**src/rtl/sorted_wakeup_deadline_queue_unit_defines.svh**
```systemverilog
// ----------------------------------------------------------------------------
// Assertion macros for the sorted wakeup deadline queue unit
// Shared concurrent assertion forms with a common clock and reset.
// ----------------------------------------------------------------------------
`ifndef SORTED_WAKEUP_DEADLINE_QUEUE_UNIT_DEFINES_SVH
`define SORTED_WAKEUP_DEADLINE_QUEUE_UNIT_DEFINES_SVH

// Same-cycle implication, checked outside reset.
`define SWDQ_ASSERT_NOW(label, clk, rst, ante, cons) \
  label: assert property (@(posedge clk) disable iff (rst) (ante) |-> (cons)) \
    else $error("swdq assertion failed");

// Next-cycle implication, checked outside reset.
`define SWDQ_ASSERT_NEXT(label, clk, rst, ante, cons) \
  label: assert property (@(posedge clk) disable iff (rst) (ante) |=> (cons)) \
    else $error("swdq assertion failed");

`endif

```
**src/rtl/swdq_pkg.sv**
```systemverilog
// ----------------------------------------------------------------------------
// swdq_pkg
// Types and constants shared by the sorted wakeup deadline queue modules.
// ----------------------------------------------------------------------------
`timescale 1ns / 1ps
`default_nettype none

package swdq_pkg;

  // Queue size and the most wakeups reported for one tick.
  localparam int QUEUE_DEPTH  = 16;
  localparam int RESULT_LIMIT = 16;

  // Derived widths: pointer, fill count and per-tick pop count.
  localparam int PTR_W = (QUEUE_DEPTH > 1) ? $clog2(QUEUE_DEPTH) : 1;
  localparam int CNT_W = $clog2(QUEUE_DEPTH + 1);
  localparam int NUM_W = $clog2(RESULT_LIMIT + 1);

  // Operation codes of an input item.
  localparam logic OP_TICK  = 1'b0;
  localparam logic OP_SLEEP = 1'b1;

  // Result kinds.
  typedef enum logic [1:0] {
    KIND_ACCEPTED = 2'd0,
    KIND_FULL     = 2'd1,
    KIND_WOKEN    = 2'd2
  } kind_t;

  // Controller states.
  typedef enum logic [1:0] {
    ST_IDLE,
    ST_INSERT,
    ST_POP
  } state_t;

  // One input item.
  typedef struct packed {
    logic               operation;
    logic [7:0]         thread_id;
    logic signed [31:0] sleep_ticks;
  } in_item_t;

  // One result item.
  typedef struct packed {
    kind_t       kind;
    logic [7:0]  woken_id;
    logic [62:0] now_ticks;
    logic        last;
  } result_t;

  // One queue entry as held in the memory.
  typedef struct packed {
    logic [63:0] wake_time;
    logic [7:0]  sleeper_id;
  } entry_t;

  localparam int ENTRY_W = $bits(entry_t);

  // Result handed from the controller to the output register.
  typedef struct packed {
    logic    valid;
    result_t res;
  } emit_t;

endpackage

`default_nettype wire

```
**src/rtl/swdq_ram.sv**
```systemverilog
// ----------------------------------------------------------------------------
// swdq_ram
// Simple dual-port RAM: one write port, one read port with registered data.
// ----------------------------------------------------------------------------
`timescale 1ns / 1ps
`default_nettype none

module swdq_ram #(
  parameter int WIDTH  = 72,
  parameter int DEPTH  = 16,
  parameter int ADDR_W = (DEPTH > 1) ? $clog2(DEPTH) : 1
) (
  input  wire logic              clk,
  input  wire logic              we,
  input  wire logic [ADDR_W-1:0] waddr,
  input  wire logic [WIDTH-1:0]  wdata,
  input  wire logic [ADDR_W-1:0] raddr,
  output logic      [WIDTH-1:0]  rdata
);

  logic [WIDTH-1:0] mem [DEPTH];

  // Write port.
  always_ff @(posedge clk) begin
    if (we) begin
      mem[waddr] <= wdata;
    end
  end

  // Read port with registered data.
  always_ff @(posedge clk) begin
    rdata <= mem[raddr];
  end

endmodule

`default_nettype wire

```
**src/rtl/swdq_ctrl.sv**
```systemverilog
// ----------------------------------------------------------------------------
// swdq_ctrl
// Sequencer for the sorted queue: ring pointers, tick counter, insert and pop.
// ----------------------------------------------------------------------------
`timescale 1ns / 1ps
`default_nettype none
`include "sorted_wakeup_deadline_queue_unit_defines.svh"

module swdq_ctrl
  import swdq_pkg::*;
(
  input  wire logic                 clk,
  input  wire logic                 rst,
  input  wire logic                 start,
  input  wire in_item_t             item,
  output logic                      busy,
  output emit_t                     emit,
  output logic                      mem_we,
  output logic      [PTR_W-1:0]     mem_waddr,
  output logic      [ENTRY_W-1:0]   mem_wdata,
  output logic      [PTR_W-1:0]     mem_raddr,
  input  wire logic [ENTRY_W-1:0]   mem_rdata
);

  state_t            state;
  state_t            state_next;
  logic [63:0]       tick_count;
  logic [PTR_W-1:0]  head;
  logic [CNT_W-1:0]  count;
  logic [CNT_W-1:0]  gap;
  logic [NUM_W-1:0]  pop_n;
  logic [63:0]       wake_reg;
  logic [7:0]        id_reg;
  logic              pend_valid;
  logic [7:0]        pend_id;

  entry_t rd;
  logic   accept;
  logic   full;
  logic   later;
  logic   place;
  logic   due;

  // Physical slot of a logical offset from the head, wrapping at the depth.
  function automatic logic [PTR_W-1:0] wrap(input logic [PTR_W-1:0] ptr,
                                            input logic [CNT_W-1:0] off);
    logic [CNT_W:0] sum;
    sum = (CNT_W + 1)'(ptr) + (CNT_W + 1)'(off);
    if (sum >= (CNT_W + 1)'(QUEUE_DEPTH)) begin
      sum = sum - (CNT_W + 1)'(QUEUE_DEPTH);
    end
    return sum[PTR_W-1:0];
  endfunction

  // Decisions taken on the entry that the memory returns this cycle.
  assign rd     = entry_t'(mem_rdata);
  assign accept = start && (state == ST_IDLE);
  assign full   = (count == CNT_W'(QUEUE_DEPTH));
  assign later  = $signed(wake_reg) < $signed(rd.wake_time);
  assign place  = (gap == '0) || !later;
  assign due    = (count != '0) && (pop_n < NUM_W'(RESULT_LIMIT)) &&
                  !($signed(tick_count) < $signed(rd.wake_time));
  assign busy   = (state != ST_IDLE);

  // Next state.
  always_comb begin
    state_next = state;
    unique case (state)
      ST_IDLE: begin
        if (accept) begin
          if (item.operation == OP_TICK) begin
            state_next = ST_POP;
          end else if (!full) begin
            state_next = ST_INSERT;
          end
        end
      end
      ST_INSERT: begin
        if (place) begin
          state_next = ST_IDLE;
        end
      end
      ST_POP: begin
        if (!due) begin
          state_next = ST_IDLE;
        end
      end
      default: state_next = ST_IDLE;
    endcase
  end

  // Memory accesses and results.
  always_comb begin
    mem_we    = 1'b0;
    mem_waddr = wrap(head, gap);
    mem_wdata = '0;
    mem_raddr = head;
    emit      = '0;
    unique case (state)
      ST_IDLE: begin
        // Start at the tail for a sleep, at the head for a tick.
        if (accept && item.operation == OP_SLEEP && count != '0) begin
          mem_raddr = wrap(head, count - CNT_W'(1));
        end
        if (accept && item.operation == OP_SLEEP && full) begin
          emit.valid        = 1'b1;
          emit.res.kind     = KIND_FULL;
          emit.res.woken_id = item.thread_id;
          emit.res.now_ticks = tick_count[62:0];
          emit.res.last     = 1'b1;
        end
      end
      ST_INSERT: begin
        // Either move the later entry up one slot or drop the new one in.
        mem_we = 1'b1;
        if (place) begin
          mem_wdata          = {wake_reg, id_reg};
          emit.valid         = 1'b1;
          emit.res.kind      = KIND_ACCEPTED;
          emit.res.woken_id  = id_reg;
          emit.res.now_ticks = tick_count[62:0];
          emit.res.last      = 1'b1;
        end else begin
          mem_wdata = mem_rdata;
          if (gap >= CNT_W'(2)) begin
            mem_raddr = wrap(head, gap - CNT_W'(2));
          end
        end
      end
      ST_POP: begin
        // A woken entry is held in the pending register so its last flag is known.
        if (due) begin
          mem_raddr = wrap(head, CNT_W'(1));
        end
        if (pend_valid) begin
          emit.valid         = 1'b1;
          emit.res.kind      = KIND_WOKEN;
          emit.res.woken_id  = pend_id;
          emit.res.now_ticks = tick_count[62:0];
          emit.res.last      = !due;
        end
      end
      default: begin
      end
    endcase
  end

  // Control registers.
  always_ff @(posedge clk) begin
    if (rst) begin
      state      <= ST_IDLE;
      tick_count <= '0;
      head       <= '0;
      count      <= '0;
      pend_valid <= 1'b0;
    end else begin
      state <= state_next;
      unique case (state)
        ST_IDLE: begin
          pend_valid <= 1'b0;
          if (accept && item.operation == OP_TICK) begin
            tick_count <= tick_count + 64'd1;
          end
        end
        ST_INSERT: begin
          if (place) begin
            count <= count + CNT_W'(1);
          end
        end
        ST_POP: begin
          if (due) begin
            head       <= wrap(head, CNT_W'(1));
            count      <= count - CNT_W'(1);
            pend_valid <= 1'b1;
          end else begin
            pend_valid <= 1'b0;
          end
        end
        default: begin
        end
      endcase
    end
  end

  // Datapath registers.
  always_ff @(posedge clk) begin
    unique case (state)
      ST_IDLE: begin
        pop_n    <= '0;
        gap      <= count;
        id_reg   <= item.thread_id;
        wake_reg <= tick_count + {{32{item.sleep_ticks[31]}}, item.sleep_ticks};
      end
      ST_INSERT: begin
        if (!place) begin
          gap <= gap - CNT_W'(1);
        end
      end
      ST_POP: begin
        if (due) begin
          pop_n   <= pop_n + NUM_W'(1);
          pend_id <= rd.sleeper_id;
        end
      end
      default: begin
      end
    endcase
  end

  // Checks on the sequencer.
  `SWDQ_ASSERT_NOW(a_count_bound, clk, rst, 1'b1, count <= CNT_W'(QUEUE_DEPTH))
  `SWDQ_ASSERT_NOW(a_insert_kind, clk, rst, emit.valid && state == ST_INSERT, emit.res.kind == KIND_ACCEPTED && emit.res.last)
  `SWDQ_ASSERT_NOW(a_pop_kind, clk, rst, emit.valid && state == ST_POP, emit.res.kind == KIND_WOKEN)
  `SWDQ_ASSERT_NEXT(a_full_stays, clk, rst, accept && item.operation == OP_SLEEP && full, state == ST_IDLE && $stable(count))
  `SWDQ_ASSERT_NOW(a_gap_bound, clk, rst, state == ST_INSERT, gap < CNT_W'(QUEUE_DEPTH) && gap == count - (count - gap))

endmodule

`default_nettype wire

```
**src/rtl/sorted_wakeup_deadline_queue_unit.sv**
```systemverilog
// ----------------------------------------------------------------------------
// sorted_wakeup_deadline_queue_unit
// Tick counter with a wake-time sorted queue of sleeping thread ids.
// ----------------------------------------------------------------------------
// An item is taken when start is high and busy is low. A sleep item keeps
// busy high while the k queued entries that wake later than the new one move
// up and the new entry is written; each of those moves up one slot through
// the queue memory's single read and write port, one entry per cycle. A sleep
// item on a full queue is answered at once and leaves busy low. A tick item
// keeps busy high while it wakes its n threads, one memory read per cycle.
// Results come out on result, marked by strobe for one cycle, at most one per
// cycle; the receiver cannot hold them off, so it must take each one in the
// cycle it appears. The last result of each item has last set.
// ----------------------------------------------------------------------------
`timescale 1ns / 1ps
`default_nettype none

module sorted_wakeup_deadline_queue_unit
  import swdq_pkg::*;
(
  input  wire logic     clk,
  input  wire logic     rst,
  input  wire logic     start,
  output logic          busy,
  input  wire in_item_t item,
  output logic          strobe,
  output result_t       result
);

  emit_t              emit;
  logic               mem_we;
  logic [PTR_W-1:0]   mem_waddr;
  logic [ENTRY_W-1:0] mem_wdata;
  logic [PTR_W-1:0]   mem_raddr;
  logic [ENTRY_W-1:0] mem_rdata;

  // Queue entries: wake time and thread id, kept as a ring.
  swdq_ram #(
    .WIDTH (ENTRY_W),
    .DEPTH (QUEUE_DEPTH),
    .ADDR_W(PTR_W)
  ) u_ram (
    .clk  (clk),
    .we   (mem_we),
    .waddr(mem_waddr),
    .wdata(mem_wdata),
    .raddr(mem_raddr),
    .rdata(mem_rdata)
  );

  // Sequencer.
  swdq_ctrl u_ctrl (
    .clk      (clk),
    .rst      (rst),
    .start    (start),
    .item     (item),
    .busy     (busy),
    .emit     (emit),
    .mem_we   (mem_we),
    .mem_waddr(mem_waddr),
    .mem_wdata(mem_wdata),
    .mem_raddr(mem_raddr),
    .mem_rdata(mem_rdata)
  );

  // Output register: strobe is control, the result payload needs no reset.
  always_ff @(posedge clk) begin
    if (rst) begin
      strobe <= 1'b0;
    end else begin
      strobe <= emit.valid;
    end
  end

  always_ff @(posedge clk) begin
    if (emit.valid) begin
      result <= emit.res;
    end
  end

endmodule

`default_nettype wire

```
**config.mk**
```make
export PLATFORM = sky130hd
export DESIGN_NAME = sorted_wakeup_deadline_queue_unit
export DESIGN_NICKNAME = d
export VERILOG_FILES = /design/src/rtl/swdq_pkg.sv /design/src/rtl/swdq_ram.sv /design/src/rtl/swdq_ctrl.sv /design/src/rtl/sorted_wakeup_deadline_queue_unit.sv
export VERILOG_INCLUDE_DIRS = /design/src /design/src/rtl
export SDC_FILE = /design/constraint.sdc
export NUM_CORES = 2
export LEC_CHECK = 0
export BUFFER_PORTS_ARGS = -buffer_cell sky130_fd_sc_hd__buf_4
export CAP_MARGIN = 0
export CORE_ASPECT_RATIO = 0.5
export CORE_UTILIZATION = 44
export CTS_CLUSTER_SIZE = 40
export DETAILED_ROUTE_END_ITERATION = 10
export GPL_ROUTABILITY_DRIVEN = 0
export PLACE_DENSITY = 0.63
export SKIP_CTS_REPAIR_TIMING = 1
export SYNTH_ARGS = -nofsm -noshare
export SYNTH_HDL_FRONTEND = slang
export SYNTH_SLANG_ARGS = --single-unit
```
**constraint.sdc**
```tcl
create_clock -name clk -period 8 [get_ports clk]
set_input_delay 0.4 -clock clk [delete_from_list [all_inputs] [get_ports clk]]
set_output_delay 0.4 -clock clk [all_outputs]
set_load 0.05 [all_outputs]
```
# Word level (Yosys, flattened, before mapping)
# Memories as Yosys holds them, arrays and structs flattened. A register that Yosys moved wholly into a read port is not among the register bits.
# Cells that the tools add are included.
[totals]
mem_bits_rw = 1152
wordCells = 106
register_bits = 241
inputBits = 44
memories = 1
output_inout_bits = 76
[op_classes]
n_reduce_logical = 24
n_lt_le_gt_ge = 8
n_eq_ne = 9
n_addsub = 15
muxes = 33
bitwise_logic = 1
[mem_list]
columns = ["name", "depth", "word_bits", "read_ports", "rd_ports_with_merged_regs", "write_ports", "line_no", "source"]
rows = [
  ["u_ram.mem", 16, 72, 1, 1, 1, "swdq_ram.sv:21", "logic [WIDTH-1:0] mem [DEPTH];"],
]
[ops]
columns = ["operator", "n"]
rows = [
  ["75-bit 2-to-1 mux", 3],
  ["75-bit one-hot mux with 3 select lines", 1],
  ["72-bit 2-to-1 mux", 2],
  ["64-bit < comparator", 2],
  ["64-bit by 1-bit adder with 64-bit output, second input constant", 1],
  ["64-bit adder", 1],
  ["4-bit 2-to-1 mux", 8],
  ["5-bit one-hot mux with 2 select lines", 3],
  ["5-bit 2-to-1 mux", 4],
  ["4-bit by 5-bit adder with 6-bit output", 3],
  ["6-bit by 5-bit greater-or-equal comparator with 1-bit output, second input constant", 3],
  ["4-bit by 1-bit subtractor with 4-bit output, second input constant", 4],
  ["4-bit one-hot mux with 3 select lines", 1],
  ["5-bit by 1-bit adder with 5-bit output, second input constant", 2],
  ["2-bit 2-to-1 mux", 5],
  ["5-bit by 1-bit subtractor with 5-bit output, second input constant", 2],
  ["2-bit AND reduction", 4],
  ["2-bit nonzero test", 4],
  ["1-bit logical AND", 7],
  ["2-bit by 1-bit != test with 1-bit output, second input constant", 3],
  ["2-bit one-hot mux with 3 select lines", 1],
  ["4-bit by 1-bit adder with 5-bit output, second input constant", 1],
  ["5-bit == test, second input constant", 1],
  ["5-bit by 2-bit greater-or-equal comparator with 1-bit output, second input constant", 1],
  ["other kinds (17)", 23],
]

# Depth between registers and ports, before layout
[logic_depth]
word_depth = 7
ltp_mapped = 18
depth_no_buf = 16

# Cells and area by module
# A second synthesis with hierarchy kept.
[unflattened]
cells_unflattened = 3763
hier_area_um2 = 61915.6
[by_module_without_submodules]
columns = ["mod", "cells_per_inst", "seq_area_each_um2", "n_inst", "area_per_inst_um2"]
rows = [
  ["swdq_ram", 1850, 36034.6, 1, 44551.5],
  ["swdq_ctrl", 1837, 4224.1, 1, 15108.2],
  ["sorted_wakeup_deadline_queue_unit", 76, 2242.2, 1, 2255.9],
]

# Worst setup path before layout
# OpenSTA, ideal clock, no wires.
[synth_timing]
path_kind = "register to register"
from = "register u_ctrl.head[1]"
to = "memory u_ram.mem[6][0] (enable)"
synth_period_minus_slack_ns = 5.175
arrival_ns = 4.672
stages_incl_launch_ff = 5
required_time_ns = 7.497
slack_ns = 2.825
setup_time_ns = 0.503
n_path_buf = 0
path_cell_list = "dfxtp_1 inv_1 fa_1 or3_1 nor2_1"
[synth_via]
elab_chain_len = 3
word_cells_on_any_way = 4
cone_classes = "add/sub (2); order compare (1); mux (1)"
[synth_lines]
columns = ["element", "line_no", "source"]
rows = [
  ["start, declared", "swdq_ctrl.sv:28", "logic [PTR_W-1:0] head;"],
  ["start signal, assigned", "swdq_ctrl.sv:172", "head <= wrap(head, CNT_W'(1));"],
  ["4-bit by 5-bit adder with 6-bit output *", "swdq_ctrl.sv:48", "sum = (CNT_W + 1)'(ptr) + (CNT_W + 1)'(off);"],
  ["6-bit by 5-bit greater-or-equal comparator with 1-bit output or 4-bit by 1-bit subtractor with 4-bit output (tied branches)", "swdq_ctrl.sv:49, swdq_ctrl.sv:50", ""],
  ["4-bit 2-to-1 mux *", "swdq_ctrl.sv:49", "if (sum >= (CNT_W + 1)'(QUEUE_DEPTH)) begin"],
  ["end, declared", "swdq_ram.sv:21", ""],
]
# Every way passes the cells marked *; elsewhere a longest branch is shown, timed or not.

# Worst setup path after layout
[layout_timing]
from = "register u_ram.rdata[10], read port of u_ram.mem"
to = "register u_ram.rdata[60], read port of u_ram.mem"
[layout_via]
elab_chain_len = 5
word_cells_on_any_way = 9
cone_classes = "order compare (2); mux (3); reduce/logical (4)"
[layout_lines]
columns = ["element", "line_no", "source"]
rows = [
  ["start, declared", "swdq_ram.sv:18", "output logic [WIDTH-1:0] rdata"],
  ["64-bit < comparator (on tied branches)", "swdq_ctrl.sv:62, swdq_ctrl.sv:59", ""],
  ["1-bit logical NOT (on tied branches)", "swdq_ctrl.sv:62, swdq_ctrl.sv:60", ""],
  ["1-bit logical AND or 1-bit logical OR (tied branches)", "swdq_ctrl.sv:61, swdq_ctrl.sv:60", ""],
  ["4-bit 2-to-1 mux (on tied branches)", "--", ""],
  ["4-bit one-hot mux with 3 select lines *", "swdq_ctrl.sv:99", "unique case (state)"],
]
# Marks and branches as above.
# A chain may end at the register's enable or synchronous reset.

==> out/metrics.yaml <==
run_status:
  status: "finished, final reports clean"
die:
  io_pins: 120
  die-height_um: 271
  fp-row-count: 98
  dieWidth_um: 539
  start_util: 0.444
  core_region_area_mm2: 0.143
  die-area_mm2: 0.146
setup_path:
  cp_num_cells: 16
  crit_path_cell_trace: "inv_1 > ha_1 > a211o_1 > a31oi_1 > nor4_1 > o21ai_0 > a311o_1 > a31o_1 > nand2_1 > a41oi_1 > and2_4 > buf_4 > nand2_1 > nand3_1 > o21ai_0 > o221ai_1"
  crit_type: "register to register"
  crit_arrival_ns: 6.70
  r2r_cells: 16
  cp_max_fo: 72
  cp_num_buf_inv: 2
  cpMaxStageDelayCell: "and2_4"
  end_kind: "register"
  cp_top_family: "compound AO/OA/AOI/OAI gates"
  critPathRequiredTime_ns: 8.58
  critical_path.max_stage_delay_ns: 0.91
  crit_path_start_kind: "register"
global_routing:
  grt_overflow: 0
  grt_pass1_vias: 39500
  grt_pass1_wl_mm: 263
  grt_max_degree: 98
  track_usage: 0.243
  antenna_found_initial: 6
timing:
  final-setup-viol-count: 0
  min_period_ns: 6.12
  finalClockSkew_ns: 0.0400
  worstMarginPinSlew_ns: 1.46
  period_share: 0.765
  final.setup.tns_ns: 0
  whs_ns: 0.0376
  rsz0062_at_grt: "false"
  drv_slew: 0
  setup_ws_ns: 1.88
  max-slew-margin-rel: 0.0258
  finalHoldViolations: 0
  fmax_mhz: 163
clock_tree:
  cts_buffer_depth: 3
  cts.sinks: 1465
  clk_latency_ns: 0.79
  clock-root-buffer: "clkbuf_16"
  cts-htree-levels: 4
  cts_made_buffers: 136
  path_clk_slew_ns: 0.06
  cts_tree: "yes"
final_layout:
  syn_to_final_growth_pct: 12.1
  final_nets: 5422
  reg.largest.list: "u_ram.mem x1152, result x74, u_ram.rdata x72"
  layout_common_cells: "edfxtp_1 (1316), nand2_1 (825), nor2_1 (525)"
  drive_gt1_frac: 0.0892
  max_flop_register: "u_ram.mem"
  fin_util: 0.498
  mostFrequentLayoutCell: "edfxtp_1"
  largest_reg_flops: 1152
synthesis:
  synthCells: 5080
  post_synth.cell_area_avg_um2: 12.5
  async_flop_share: 0
  synth_cell_types: 87
  synth_edf_count: 1316
  synth_warnings: 0
  synth_ff_type: "edfxtp_1"
  syn-cell-area_mm2: 0.0636
  seq_area_frac_synth: 0.669
  yosys_register_bits: 1465
  syn_nets: 5334
hold_path:
  min_delay_path_depth: 4
  min_path_type: "input pin to register"
place:
  hpwlAfterDp_mm: 107
  place_ws_ns: 2.18
  io_buffers: 119
routing:
  vias: 42500
  wl_per_cell_um: 25.2
  wirelength_mm: 181
  viasPerCell: 5.91
  initialDrtViolationCount: 5347
  drc_errors: 0
  ant_nets: 0
  first_pass_iters: 6
power:
  power.total_uw: 21400
  leakagePower_uw: 0.0252
  ir_drop_mv: 0.360
  p_per_area_mw_per_mm2: 300
flow_run:
  drv_cap: 0
final timing paths:
path | start | endpoint | slack [ns]
max | u_ram.rdata[10] | u_ram.rdata[60] | 1.88
max reg2reg | u_ram.rdata[10] | u_ram.rdata[60] | 1.88
min reg2reg | u_ram.mem[3][43] | u_ram.rdata[43] | 0.48
min | item[40] | u_ctrl.state[1] | 0.04
area by class of cell:
cell class              instances  area (µm²)
diodes                          2        5.00
multi-input cells            3242       19600
clock inverters                67         682
flip-flops and latches       1465       42500
inverters                     112         422
fillers                     12100       71900
clock buffers                 185        3760
well taps                    1900        2380
repair buffers                211        1840
cell usage after synthesis, types with 22 or more instances:
| library cell | number | share of area |
|---|---|---|
| edfxtp_1 | 1316 | 0.62 |
| nand2_1 | 827 | 0.049 |
| nor2_1 | 541 | 0.032 |
| nand3_1 | 250 | 0.020 |
| mux2i_1 | 218 | 0.034 |
| ha_1 | 206 | 0.041 |
| a21oi_1 | 205 | 0.016 |
| o21ai_0 | 183 | 0.014 |
| dfxtp_1 | 149 | 0.047 |
| clkbuf_1 | 138 | 0.0082 |
| inv_1 | 111 | 0.0066 |
| buf_2 | 97 | 0.0076 |
| nand4_1 | 91 | 0.0090 |
| a32oi_1 | 80 | 0.011 |
| xor2_1 | 77 | 0.011 |
| a21o_1 | 70 | 0.0083 |
| and2_1 | 67 | 0.0066 |
| xnor2_1 | 64 | 0.0088 |
| o221ai_1 | 62 | 0.0085 |
| a22oi_1 | 22 | 0.0026 |
| and3_1 | 22 | 0.0022 |
tightest hold or removal path, stage by stage:
cell and delay (ns):
buf_4 0.12, nor3b_1 0.05, a21oi_1 0.12, nor3_1 0.06
per-stage QoR:
| step | instance area, µm² | instances |
|---|---|---|
| CTS | 71100 | 7173 |
| global route | 71200 | 7182 |
| floorplan | 63600 | 5080 |
| finish | 71200 | 7184 |
| global placement | 66700 | 6921 |
| detailed placement | 66700 | 6921 |
logic make-up after synthesis:
group | Yosys count | share of synthesized area
XOR/XNOR | 142 | 0.0197
flip-flops | 1465 | 0.669
multiplexers | 223 | 0.0355
AND/OR/NAND/NOR | 1901 | 0.129
AO/OA/AOI/OAI | 766 | 0.0791
adder cells (fa/ha/maj) | 210 | 0.0418
buffers and inverters | 373 | 0.0259
metal layers:
layer	global-route usage	up-vias	wire (µm)
met4	0.0625	4	3640
met5	0	-	32
li1	-	18800	-
met1	0.369	21300	80600
met3	0.0689	251	22000
met2	0.338	2141	75100
power by group:
group          internal, µW  switching [µW]  total (µW)
Sequential             9090             493        9580
Clock                  3610            2920        6530
Combinational          1440            3810        5250
Total                 14100            7230       21400
Note: power is estimated with default switching activity, not from simulation.
